### src/rtl/core/ffud_pkg.sv
// Shared types and character constants for the form field extractor.
package ffud_pkg;

  typedef struct packed {
    logic [7:0] query_byte;
    logic       last;
  } query_item_t;

  typedef struct packed {
    logic [7:0] value_byte;
    logic       byte_valid;
    logic       done_res;
    logic       found;
  } result_item_t;

  // One queue entry: up to three results produced by one input byte.
  typedef struct packed {
    logic [1:0]               cnt;
    result_item_t [2:0]       slot;
  } cmd_t;

  typedef enum logic [1:0] {
    PH_MATCH,
    PH_SKIP,
    PH_VALUE,
    PH_FINISHED
  } phase_t;

  localparam logic [1:0] REG_KEY_LENGTH = 2'd0;
  localparam logic [1:0] REG_KEY_LOW    = 2'd1;
  localparam logic [1:0] REG_KEY_HIGH   = 2'd2;

  localparam int KEY_BYTES_STORED = 16;

  localparam logic [7:0] CH_EQUALS  = 8'h3D;
  localparam logic [7:0] CH_AMP     = 8'h26;
  localparam logic [7:0] CH_PLUS    = 8'h2B;
  localparam logic [7:0] CH_PERCENT = 8'h25;
  localparam logic [7:0] CH_SPACE   = 8'h20;
  localparam logic [7:0] CH_ZERO    = 8'h30;
  localparam logic [7:0] CH_NINE    = 8'h39;
  localparam logic [7:0] CH_A_LOWER = 8'h61;
  localparam logic [7:0] CASE_BIT   = 8'h20;
  localparam logic [7:0] HIGH_BYTE  = 8'h80;
  localparam logic [7:0] DIGIT_TEN  = 8'd10;

endpackage

### src/rtl/core/ffud_front.sv
// Front end: key registers, field matching and percent decoding into queue commands.
module ffud_front #(
  parameter int MAX_KEY_BYTES = 16
) (
  input  logic                  clk,
  input  logic                  rst,
  input  logic                  cfg_write,
  input  logic [1:0]            cfg_index,
  input  logic [63:0]           cfg_data,
  input  logic                  accept,
  input  ffud_pkg::query_item_t item,
  output logic                  push,
  output ffud_pkg::cmd_t        cmd
);

  logic [4:0]  key_length;
  logic [63:0] key_low;
  logic [63:0] key_high;

  ffud_pkg::phase_t phase, phase_next;
  logic [4:0] match_position, match_position_next;
  logic [1:0] held_count, held_count_next;
  logic [7:0] held_byte, held_byte_next;

  logic [ffud_pkg::KEY_BYTES_STORED-1:0][7:0] key_arr;
  logic [4:0]       klen;
  logic [7:0]       b;
  logic [7:0]       hi_digit;
  logic [7:0]       lo_digit;
  logic [1:0]       cnt;
  ffud_pkg::result_item_t [2:0] slot;

  function automatic ffud_pkg::result_item_t make_byte(input logic [7:0] v);
    ffud_pkg::result_item_t r;
    r.value_byte = v;
    r.byte_valid = 1'b1;
    r.done_res   = 1'b0;
    r.found      = 1'b0;
    return r;
  endfunction

  function automatic ffud_pkg::result_item_t make_done(input logic f);
    ffud_pkg::result_item_t r;
    r.value_byte = 8'd0;
    r.byte_valid = 1'b0;
    r.done_res   = 1'b1;
    r.found      = f;
    return r;
  endfunction

  // Signed-char view: bytes at or above 0x80 take the decimal path.
  function automatic logic [7:0] digit_value(input logic [7:0] c);
    logic [7:0] d;
    if (c <= ffud_pkg::CH_NINE || c >= ffud_pkg::HIGH_BYTE) begin
      d = c - ffud_pkg::CH_ZERO;
    end else begin
      d = (c | ffud_pkg::CASE_BIT) - ffud_pkg::CH_A_LOWER + ffud_pkg::DIGIT_TEN;
    end
    return d;
  endfunction

  always_ff @(posedge clk) begin
    if (rst) begin
      key_length <= '0;
      key_low    <= '0;
      key_high   <= '0;
    end else if (cfg_write) begin
      case (cfg_index)
        ffud_pkg::REG_KEY_LENGTH: key_length <= cfg_data[4:0];
        ffud_pkg::REG_KEY_LOW:    key_low    <= cfg_data;
        ffud_pkg::REG_KEY_HIGH:   key_high   <= cfg_data;
        default: ;
      endcase
    end
  end

  assign key_arr  = {key_high, key_low};
  assign klen     = (key_length > 5'(MAX_KEY_BYTES)) ? 5'(MAX_KEY_BYTES) : key_length;
  assign b        = item.query_byte;
  assign hi_digit = digit_value(held_byte);
  assign lo_digit = digit_value(b);

  always_ff @(posedge clk) begin
    if (rst) begin
      phase          <= ffud_pkg::PH_MATCH;
      match_position <= '0;
      held_count     <= '0;
    end else if (accept) begin
      phase          <= phase_next;
      match_position <= match_position_next;
      held_count     <= held_count_next;
    end
  end

  always_ff @(posedge clk) begin
    if (accept) begin
      held_byte <= held_byte_next;
    end
  end

  always_comb begin
    phase_next          = phase;
    match_position_next = match_position;
    held_count_next     = held_count;
    held_byte_next      = held_byte;
    slot                = '0;
    cnt                 = 2'd0;

    unique case (phase)
      ffud_pkg::PH_MATCH: begin
        if (match_position < klen) begin
          if (b == key_arr[match_position[3:0]]) begin
            match_position_next = match_position + 5'd1;
          end else if (b == ffud_pkg::CH_AMP) begin
            match_position_next = '0;
          end else begin
            phase_next = ffud_pkg::PH_SKIP;
          end
        end else if (b == ffud_pkg::CH_EQUALS) begin
          phase_next      = ffud_pkg::PH_VALUE;
          held_count_next = 2'd0;
        end else if (b == ffud_pkg::CH_AMP) begin
          match_position_next = '0;
        end else begin
          phase_next = ffud_pkg::PH_SKIP;
        end
      end
      ffud_pkg::PH_SKIP: begin
        if (b == ffud_pkg::CH_AMP) begin
          phase_next          = ffud_pkg::PH_MATCH;
          match_position_next = '0;
        end
      end
      ffud_pkg::PH_VALUE: begin
        if (held_count == 2'd0) begin
          if (b == ffud_pkg::CH_AMP) begin
            slot[0]    = make_done(1'b1);
            cnt        = 2'd1;
            phase_next = ffud_pkg::PH_FINISHED;
          end else if (b == ffud_pkg::CH_PLUS) begin
            slot[0] = make_byte(ffud_pkg::CH_SPACE);
            cnt     = 2'd1;
          end else if (b == ffud_pkg::CH_PERCENT) begin
            held_count_next = 2'd1;
          end else begin
            slot[0] = make_byte(b);
            cnt     = 2'd1;
          end
        end else if (held_count == 2'd1) begin
          held_byte_next  = b;
          held_count_next = 2'd2;
        end else begin
          // escape: high digit keeps only its low nibble, low digit ORs in whole
          slot[0] = make_byte({hi_digit[3:0], 4'd0} | lo_digit);
          cnt     = 2'd1;
          held_count_next = 2'd0;
        end
      end
      ffud_pkg::PH_FINISHED: ;
      default: ;
    endcase

    if (item.last) begin
      if (phase_next == ffud_pkg::PH_VALUE) begin
        // short escape at end of string is flushed as text (a held '+' as space, a held '&' dropped)
        if (held_count_next != 2'd0) begin
          slot[cnt] = make_byte(ffud_pkg::CH_PERCENT);
          cnt       = cnt + 2'd1;
        end
        if (held_count_next == 2'd2 && held_byte_next != ffud_pkg::CH_AMP) begin
          slot[cnt] = make_byte((held_byte_next == ffud_pkg::CH_PLUS) ?
                                ffud_pkg::CH_SPACE : held_byte_next);
          cnt       = cnt + 2'd1;
        end
        slot[cnt] = make_done(1'b1);
        cnt       = cnt + 2'd1;
      end else if (phase_next != ffud_pkg::PH_FINISHED) begin
        slot[cnt] = make_done(1'b0);
        cnt       = cnt + 2'd1;
      end
      phase_next          = ffud_pkg::PH_MATCH;
      match_position_next = '0;
      held_count_next     = 2'd0;
    end
  end

  assign cmd.cnt  = cnt;
  assign cmd.slot = slot;
  assign push     = accept && (cnt != 2'd0);

`ifndef ASSERT_OFF
  a_last_restarts: assert property (@(posedge clk) disable iff (rst)
    (accept && item.last) |=> (phase == ffud_pkg::PH_MATCH && held_count == 2'd0
                               && match_position == 5'd0))
    else $error("state not restarted after final byte");
`endif

endmodule

### src/rtl/core/ffud_queue.sv
// Small register FIFO between the front end and the result sequencer.
module ffud_queue #(
  parameter int WIDTH = 8,
  parameter int DEPTH = 4
) (
  input  logic             clk,
  input  logic             rst,
  input  logic             push,
  input  logic [WIDTH-1:0] push_data,
  output logic             full,
  input  logic             pop,
  output logic [WIDTH-1:0] head,
  output logic             empty
);

  localparam int PTR_W = (DEPTH > 1) ? $clog2(DEPTH) : 1;
  localparam int CNT_W = $clog2(DEPTH + 1);

  logic [WIDTH-1:0] mem [DEPTH];
  logic [PTR_W-1:0] wr_ptr, rd_ptr;
  logic [CNT_W-1:0] count;

  function automatic logic [PTR_W-1:0] bump(input logic [PTR_W-1:0] p);
    return (p == PTR_W'(DEPTH - 1)) ? '0 : p + PTR_W'(1);
  endfunction

  assign full  = (count == CNT_W'(DEPTH));
  assign empty = (count == '0);
  assign head  = mem[rd_ptr];

  always_ff @(posedge clk) begin
    if (push) begin
      mem[wr_ptr] <= push_data;
    end
  end

  always_ff @(posedge clk) begin
    if (rst) begin
      wr_ptr <= '0;
      rd_ptr <= '0;
      count  <= '0;
    end else begin
      if (push) begin
        wr_ptr <= bump(wr_ptr);
      end
      if (pop) begin
        rd_ptr <= bump(rd_ptr);
      end
      if (push && !pop) begin
        count <= count + CNT_W'(1);
      end else if (pop && !push) begin
        count <= count - CNT_W'(1);
      end
    end
  end

`ifndef ASSERT_OFF
  a_no_overflow: assert property (@(posedge clk) disable iff (rst) !(push && full))
    else $error("push into full queue");
  a_no_underflow: assert property (@(posedge clk) disable iff (rst) !(pop && empty))
    else $error("pop from empty queue");
`endif

endmodule

### src/rtl/core/ffud_back.sv
// Back end: walks the results of each queued command into the output register.
module ffud_back (
  input  logic                   clk,
  input  logic                   rst,
  input  ffud_pkg::cmd_t         head,
  input  logic                   empty,
  output logic                   pop,
  output logic                   out_valid,
  input  logic                   out_ready,
  output ffud_pkg::result_item_t out_item
);

  logic [1:0] idx;
  logic       load;
  logic       take;

  assign load = !out_valid || out_ready;
  assign take = load && !empty;
  assign pop  = take && (idx == head.cnt - 2'd1);

  always_ff @(posedge clk) begin
    if (rst) begin
      out_valid <= 1'b0;
      idx       <= '0;
    end else begin
      if (take) begin
        out_valid <= 1'b1;
        idx       <= pop ? 2'd0 : idx + 2'd1;
      end else if (load) begin
        out_valid <= 1'b0;
      end
    end
  end

  always_ff @(posedge clk) begin
    if (take) begin
      out_item <= head.slot[idx];
    end
  end

`ifndef ASSERT_OFF
  a_idx_in_range: assert property (@(posedge clk) disable iff (rst)
    !empty |-> (head.cnt != 2'd0 && idx < head.cnt))
    else $error("result index past command count");
`endif

endmodule

### src/rtl/core/form_field_extract_url_decode.sv
// Form field extractor with URL percent decoding: top level.
// Input channel (in_valid/in_ready/in_item): one query byte per transfer, with
// last set on the final byte of a string. Output channel (out_valid/out_ready/
// out_item): decoded value bytes (byte_valid) and one done item per string
// (done_res, found). Configuration: cfg_write with cfg_index 0 writes the key
// length, 1 key bytes 0..7, 2 key bytes 8..15; write only while idle.
// Throughput: one input byte per cycle while results keep up. A byte yields
// zero to three results; the output register sends one result per cycle
// while out_ready is high, and each result takes its own output transfer.
// Path: an accepted byte's command is written into the queue register; its
// first result is then loaded from the queue head into the output register,
// which presents it on the output channel while out_valid is high.
// When the receiver stalls, the command queue (QUEUE_DEPTH entries) keeps
// filling and in_ready drops only when it is full; bytes with no results
// never occupy the queue.
// Reset (rst, synchronous): key registers clear to zero, matching restarts
// at a field start, queue and output register empty.
module form_field_extract_url_decode #(
  parameter int MAX_KEY_BYTES = 16,
  parameter int QUEUE_DEPTH   = 4
) (
  input  logic                   clk,
  input  logic                   rst,
  input  logic                   cfg_write,
  input  logic [1:0]             cfg_index,
  input  logic [63:0]            cfg_data,
  input  logic                   in_valid,
  output logic                   in_ready,
  input  ffud_pkg::query_item_t  in_item,
  output logic                   out_valid,
  input  logic                   out_ready,
  output ffud_pkg::result_item_t out_item
);

  localparam int CMD_W = $bits(ffud_pkg::cmd_t);

  logic           accept;
  logic           push;
  logic           pop;
  logic           full;
  logic           empty;
  ffud_pkg::cmd_t cmd;
  ffud_pkg::cmd_t head_cmd;
  logic [CMD_W-1:0] head_bits;

  assign in_ready = !full;
  assign accept   = in_valid && in_ready;
  assign head_cmd = head_bits;

  ffud_front #(
    .MAX_KEY_BYTES(MAX_KEY_BYTES)
  ) u_front (
    .clk      (clk),
    .rst      (rst),
    .cfg_write(cfg_write),
    .cfg_index(cfg_index),
    .cfg_data (cfg_data),
    .accept   (accept),
    .item     (in_item),
    .push     (push),
    .cmd      (cmd)
  );

  ffud_queue #(
    .WIDTH(CMD_W),
    .DEPTH(QUEUE_DEPTH)
  ) u_queue (
    .clk      (clk),
    .rst      (rst),
    .push     (push),
    .push_data(cmd),
    .full     (full),
    .pop      (pop),
    .head     (head_bits),
    .empty    (empty)
  );

  ffud_back u_back (
    .clk      (clk),
    .rst      (rst),
    .head     (head_cmd),
    .empty    (empty),
    .pop      (pop),
    .out_valid(out_valid),
    .out_ready(out_ready),
    .out_item (out_item)
  );

endmodule
### config.mk
export PLATFORM = sky130hd
export DESIGN_NAME = form_field_extract_url_decode
export DESIGN_NICKNAME = d
export VERILOG_FILES = /design/src/rtl/core/ffud_pkg.sv /design/src/rtl/core/ffud_front.sv /design/src/rtl/core/ffud_queue.sv /design/src/rtl/core/ffud_back.sv /design/src/rtl/core/form_field_extract_url_decode.sv
export SDC_FILE = /design/constraint.sdc
export NUM_CORES = 1
export LEC_CHECK = 0
export BUFFER_PORTS_ARGS = -buffer_cell sky130_fd_sc_hd__buf_2
export CAP_MARGIN = 25
export CORE_MARGIN = 2
export CORE_UTILIZATION = 55
export DETAILED_ROUTE_END_ITERATION = 6
export HOLD_SLACK_MARGIN = 0.06
export PLACE_DENSITY_LB_ADDON = 0.25
export RECOVER_POWER = 100
export SYNTH_ARGS = -nofsm -noshare
export SYNTH_HDL_FRONTEND = slang
export SYNTH_SLANG_ARGS = --single-unit
### constraint.sdc
create_clock -name clk -period 14.82 [get_ports clk]
set_input_delay 0.741 -clock clk [delete_from_list [all_inputs] [get_ports clk]]
set_output_delay 0.741 -clock clk [all_outputs]
set_load 0.03 [all_outputs]
==> results of run 1 <==
cells in the mapped netlist, drive strengths merged, types with 2 or more instances:
master     n
a21boi     4
a21oi    150
a22o       2
a22oi      7
a311oi     3
a31oi      8
a32oi      2
a41oi      2
and2       6
and3       8
and4b      2
buf       16
clkbuf    59
dfxtp    154
edfxtp   155
fa         2
ha        30
inv       39
mux2      13
mux2i     40
mux4      63
nand2    308
nand2b     3
nand3      3
nand4      6
nor2      57
nor2b      5
nor3      16
nor3b      6
nor4b      2
nor4bb     2
o21a       7
o21ai     17
o21bai     5
o22ai     17
o2bb2ai    3
o31a       3
o31ai      4
or2        2
or3        4
xnor2     14
xor2       4
worst paths after layout:
kind                           to  slack [ns]  depth (start not counted)
min          u_front.key_high[41]        0.45                          2
max reg2reg     u_queue.mem[2][4]        7.89                         15
min reg2reg  u_front.key_high[41]        0.45                          2
max             u_queue.mem[2][4]        7.84                         20
layout by cell type, fill, tap and decap left out, drive strengths merged, types with 3 or more instances in the layout:
cell,Yosys,layout
nand4,6,6
a31oi,8,8
o2bb2ai,3,3
clkbuf,59,71
inv,39,39
o21a,7,7
ha,30,30
mux2,13,13
and2,6,6
o21ai,17,17
or3,4,4
nor3b,6,6
dfxtp,154,154
nor3,16,16
xor2,4,4
a311oi,3,3
o31a,3,3
nand3,3,3
buf,16,86
nand2,308,308
o31ai,4,4
nor2b,5,5
nand2b,3,3
mux2i,40,40
edfxtp,155,155
a21boi,4,4
xnor2,14,14
o22ai,17,17
a22oi,7,7
o21bai,5,5
clkinv,0,10
nor2,57,57
mux4,63,63
a21oi,150,150
and3,8,8
kinds of logic (layout without fill, tap and decap cells):
| logic type | count (synthesis) | in the layout | share of synthesized area, % |
|---|---|---|---|
| XOR/XNOR | 18 | 18 | 1.23 |
| adder cells (fa/ha/maj) | 32 | 32 | 2.95 |
| flip-flops | 309 | 309 | 55.0 |
| multiplexers | 116 | 116 | 14.1 |
| AO/OA/AOI/OAI | 246 | 246 | 10.3 |
| buffers and inverters | 115 | 208 | 3.38 |
| AND/OR/NAND/NOR | 435 | 435 | 13.1 |
critical path, delay by kind of cell:
kind / cells / cell delay (ns)
AOI/OAI and AO/OA: 6 / 1.66
and+or+nand+nor: 6 / 1.73
adders and majority gates: 3 / 0.67
buffers and inverters: 5 / 2.22
per-stage QoR:
step                area, µm²  hold WS [ns]  worst slack (ns)  total power [mW]  cells
floorplan               14100         0.432              9.58              1.32   1271
finish                  15800         0.450              7.84              2.21   1694
detailed placement      14800         0.442              8.59              1.44   1635
CTS                     15800         0.450              9.10              2.23   1693
global placement        14800         0.437              8.87              1.43   1635
global route            15800         0.467              7.21              2.31   1694
sequential cells by signal (all words and copies together), names as in the netlist, 3 cells and up, named ones only:
register	flops
u_queue.count	3
u_queue.mem	136
u_front.key_high	64
u_front.match_position	5
u_back.out_item	11
u_front.key_length	5
u_front.held_byte	8
u_front.key_low	64
layout make-up:
cell class              count  area [µm²]  share of cell area (%)
multi-input cells         847        5850                    37.2
clock inverters            12        91.3                   0.580
flip-flops and latches    309        7740                    49.1
repair buffers            111         551                    3.50
inverters                  39         146                   0.929
clock buffers              46         958                    6.08
well taps                 330         413                    2.62
metal layers:
metal / up-vias / GRT usage [%] / routed length, µm
li1: 4706 / - / -
met1: 4758 / 31.3 / 13300
met2: 283 / 43.1 / 16400
met3: 42 / 3.69 / 1630
met4: 0 / 5.74 / 504
met5: - / 0 / 0
power by group through the flow:
stage                     logic [mW]  clock network (mW)  registers, mW
after floorplan                0.259                   0           1.06
after global placement         0.395                   0           1.03
after detailed placement       0.403                   0           1.04
after CTS                      0.405               0.808           1.02
after global routing           0.436               0.842           1.03
final                          0.394               0.793           1.02
==> flow_metrics.tcl, run 1 <==
set metrics [dict create \
    vias 9789 \
    core_um2 25200 \
    areaGrowthSynthToFinish_pct 11.9 \
    clockBufferDepth 3 \
    die_h_um 164 \
    port_buffers 92 \
    switching_share_pct 27.1 \
    internal_power_mw 1.61 \
    hold_viol_final 0 \
    io_pins 93 \
    fin_util_pct 62.6 \
    critPathLaunch "in_item[7]" \
    ant_nets 0 \
    failed_checks "capacitance limit, slew limit" \
    p_per_area_nw_per_um2 140 \
    syn_nets 1383 \
    place_hpwl_mm 20.5 \
    ir_worst_vdd_mv 0.107 \
    dieArea_um2 26900 \
    crit_chain "clkbuf_1, inv_1, ha_1, and3_1, o2111ai_1, o21bai_1, nand2_1, a21oi_1, nand2_1, inv_1, ha_1, nor3b_1, o21bai_1, clkinv_1, ha_1, nor3_1, o21a_1, o2bb2ai_1, and2_0, clkbuf_1" \
    worst_setup_path_start_kind "input pin" \
    fin_skew_ns 0.0137 \
    cp_slowest_stage_delay_ns 1.58 \
    overflow 0 \
    diodes 0 \
    synth_cell_types 73 \
    combPwrFrac_pct 17.9 \
    die_x_um 164 \
    grt_antenna_before_repair 0 \
    cellLeakagePower_nw 5.43 \
    final_max_slew_viol_count 370 \
    switching_power_mw 0.598 \
    ys.warnings.count 0 \
    fin_crit_ns 6.98 \
    nFillCells 2043 \
    rsz0062_at_grt "no" \
    critPathMaxFanout 34 \
    grt_pass1_vias 9713 \
    worst_pin_slew_ns 3.56 \
    place.gp.congestion 0.915 \
    synthesis.area_um2 14100 \
    cap_violations 8 \
    crit_slowest_cell "clkbuf_1" \
    synth_edf_count 155 \
    syn_avg_cell_area_um2 11.1 \
    drive_above_1_share_pct 15.0 \
    first_pass_iters 5 \
    yosysTopAreaCellShare_pct 33.1 \
    crit_type "input pin to flop" \
    synth_ff_type "edfxtp_1" \
    slew_headroom_pct -138 \
    grt_first_pass_wirelength_mm 51.3 \
    yosysTopAreaCell "edfxtp_1" \
    cts_tree "yes" \
    pwr-share-seq_pct 46.2 \
    postCtsResizedCells 0 \
    drc 0 \
    grt.total_usage_pct 24.2 \
    start_util_pct 55.9 \
    drt_wl_total_mm 31.8 \
    postCtsSetupBuffers 0 \
    r2r-start "u_front.phase[1]" \
    setup_viol 0 \
    routed_via_density 5.78 \
    cts.sinks 309 \
    first_iter_violations 799 \
    grt_max_degree 85 \
    nets 1454 \
    ys_ff_latch 309 \
    path_clk_slew_ns 0.06 \
    ys_top_cells_by_area "edfxtp_1 (33%), dfxtp_1 (22%), mux4_2 (9.1%)" \
    p_clk_share_pct 35.9 \
    rows 58 \
    cts_hold_buffers 0 \
    hold_path_startpoint "u_front.key_high[41]" \
    clk_latency_ns 0.51 \
    status "finished with violations" \
    finalCritPeriodShare_pct 47.1 \
    cp_common_cell "ha_1" \
    worstSetupEndpointType "flop" \
    cts-htree-levels 2 \
    required_ns 14.90 \
    syn_inst 1271 \
    fmaxAchievable_ghz 0.143 \
    routedWlPerCell_um 18.8 \
    tritoncts.num_buffers 34 \
    cp.arrival_ns 7.06 \
    synth-seq-area-share_pct 55.0 \
    hp-class "flop to flop" \
    tns_ns 0 \
    async_reset_ff_share_pct 0 \
    clock-root-buffer "clkbuf_16" \
]
No activity file was read; power rests on OpenSTA's default activity.
==> inputs of run 2 (changes only) <==
Clock period 14.82 ns to 5.8 ns, I/O delays scaled along.
==> flow_metrics.tcl, run 2 (same netlist as run 1, synthesis figures left out) <==
set metrics [dict create \
    ant_nets 0 \
    areaGrowthSynthToFinish_pct 16.7 \
    switching_share_pct 27.0 \
    setup_viol 0 \
    die_h_um 164 \
    grt_first_pass_wirelength_mm 52.6 \
    final_cells 1760 \
    fin_crit_ns 5.31 \
    vias 10100 \
    final_max_slew_viol_count 203 \
    clockBufferDepth 3 \
    p_per_area_nw_per_um2 343 \
    dieArea_um2 26900 \
    clk_latency_ns 0.56 \
    cellLeakagePower_nw 5.74 \
    rrSetupSlack_ns 0.49 \
    final_cell_mix "nand2_1 (308), edfxtp_1 (155), dfxtp_1 (153)" \
    switching_power_mw 1.52 \
    placed_area_um2 14800 \
    rsz0062_at_grt "no" \
    cts_tree "yes" \
    rows 58 \
    largest_register "u_queue.mem" \
    crit_slowest_cell "clkbuf_1" \
    diodes 0 \
    grt_pass1_vias 10100 \
    clock-root-buffer "clkbuf_16" \
    hp-class "input pin to flop" \
    slew_headroom_pct -107 \
    routed_via_density 5.74 \
    cp_slowest_stage_delay_ns 1.97 \
    drt_wl_total_mm 33.2 \
    stdcell_area_um2 16400 \
    postCtsSetupBuffers 0 \
    grt_antenna_before_repair 0 \
    core_um2 25200 \
    required_ns 6.27 \
    drive_above_1_share_pct 14.9 \
    grt_max_degree 107 \
    ir_worst_vdd_mv 0.248 \
    pwr-share-seq_pct 46.3 \
    io_pins 93 \
    crit_type "flop to flop" \
    grt.total_usage_pct 24.8 \
    place.gp.congestion 0.915 \
    place_hpwl_mm 20.5 \
    layout_commonest_cell "nand2_1" \
    die_x_um 164 \
    p_clk_share_pct 35.1 \
    routedWlPerCell_um 18.8 \
    cp_common_cell "mux4_2" \
    critPathMaxFanout 37 \
    cts.sinks 309 \
    cp_num_buf_inv 1 \
    nets 1517 \
    start_util_pct 55.9 \
    crit_chain "clkbuf_1, mux4_2, mux4_2, xnor2_1, nor3_1, nand4_1, nor2_1, mux2_1, o22ai_1" \
    combPwrFrac_pct 18.6 \
    finalCritPeriodShare_pct 91.5 \
    drc 0 \
    failed_checks "capacitance limit, slew limit" \
    tritoncts.num_buffers 31 \
    dp_cells 1636 \
    largest_reg_flops 136 \
    worstSetupEndpointType "flop" \
    critPathTopFamily "buffers and inverters" \
    internal_power_mw 4.11 \
    cts-htree-levels 1 \
    cap_violations 4 \
    worst_pin_slew_ns 3.11 \
    fin_skew_ns 0.0106 \
    cp.arrival_ns 5.78 \
    fmaxAchievable_ghz 0.188 \
    first_pass_iters 5 \
    status "finished with violations" \
    port_buffers 92 \
    top_regs "u_queue.mem: 136 flops, u_front.key_high: 64 flops, u_front.key_low: 64 flops" \
    whs_ns 0.186 \
    first_iter_violations 854 \
    worst_setup_path_start_kind "flop" \
    tns_ns 0 \
    overflow 0 \
    path_clk_slew_ns 0.06 \
    hold_viol_final 0 \
]
==> run 2: timing repair <==
item,4_1_cts,5_1_grt
hold endpoints to repair,133,0
hold buffers,65,0
gates resized for setup,0,2
setup endpoints to repair,0,1
==> run 2: power by group through the flow <==
stage / logic [mW] / clock network (mW) / registers [mW]
finish: 1.05 / 1.98 / 2.61
global route: 1.14 / 2.08 / 2.62
CTS: 1.06 / 2.00 / 2.60
detailed placement: 1.03 / 0 / 2.65
global placement: 1.01 / 0 / 2.63
floorplan: 0.662 / 0 / 2.71
==> run 2: area by class of cell <==
class | instances | area [µm²]
Inverter | 39 | 146
Sequential cell | 309 | 7740
Timing Repair Buffer | 177 | 1240
Clock inverter | 11 | 136
Fill cell | 1919 | 8750
Clock buffer | 47 | 876
Tap cell | 330 | 413
Multi-Input combinational cell | 847 | 5880
==> run 2: through the flow <==
stage               total power [mW]  util [%]  worst slack (ns)
CTS                             5.67      65.3             0.477
detailed placement              3.67      58.7             0.314
floorplan                       3.37         -             0.913
global route                    5.85      65.2            0.0759
global placement                3.64      58.7             0.532
finish                          5.63      65.2             0.493
==> run 2: path summary, 6_finish.rpt <==
kind                                   from                        end  depth (start not counted)
setup / recovery  u_front.match_position[2]  u_front.match_position[2]                          9
hold / removal                          rst      u_front.key_length[4]                          2
setup reg to reg  u_front.match_position[2]  u_front.match_position[2]                          9
hold reg to reg         u_front.key_low[10]        u_front.key_low[10]                          2
==> run 2: routing by layer <==
layer  share of wire (%)  track usage, %  up-vias
met1                  41            31.6     4929
met5                   0               0        -
met2                  52            44.7      275
met3                 4.8            3.03       60
li1                    -               -     4831
met4                 2.4            7.10        0
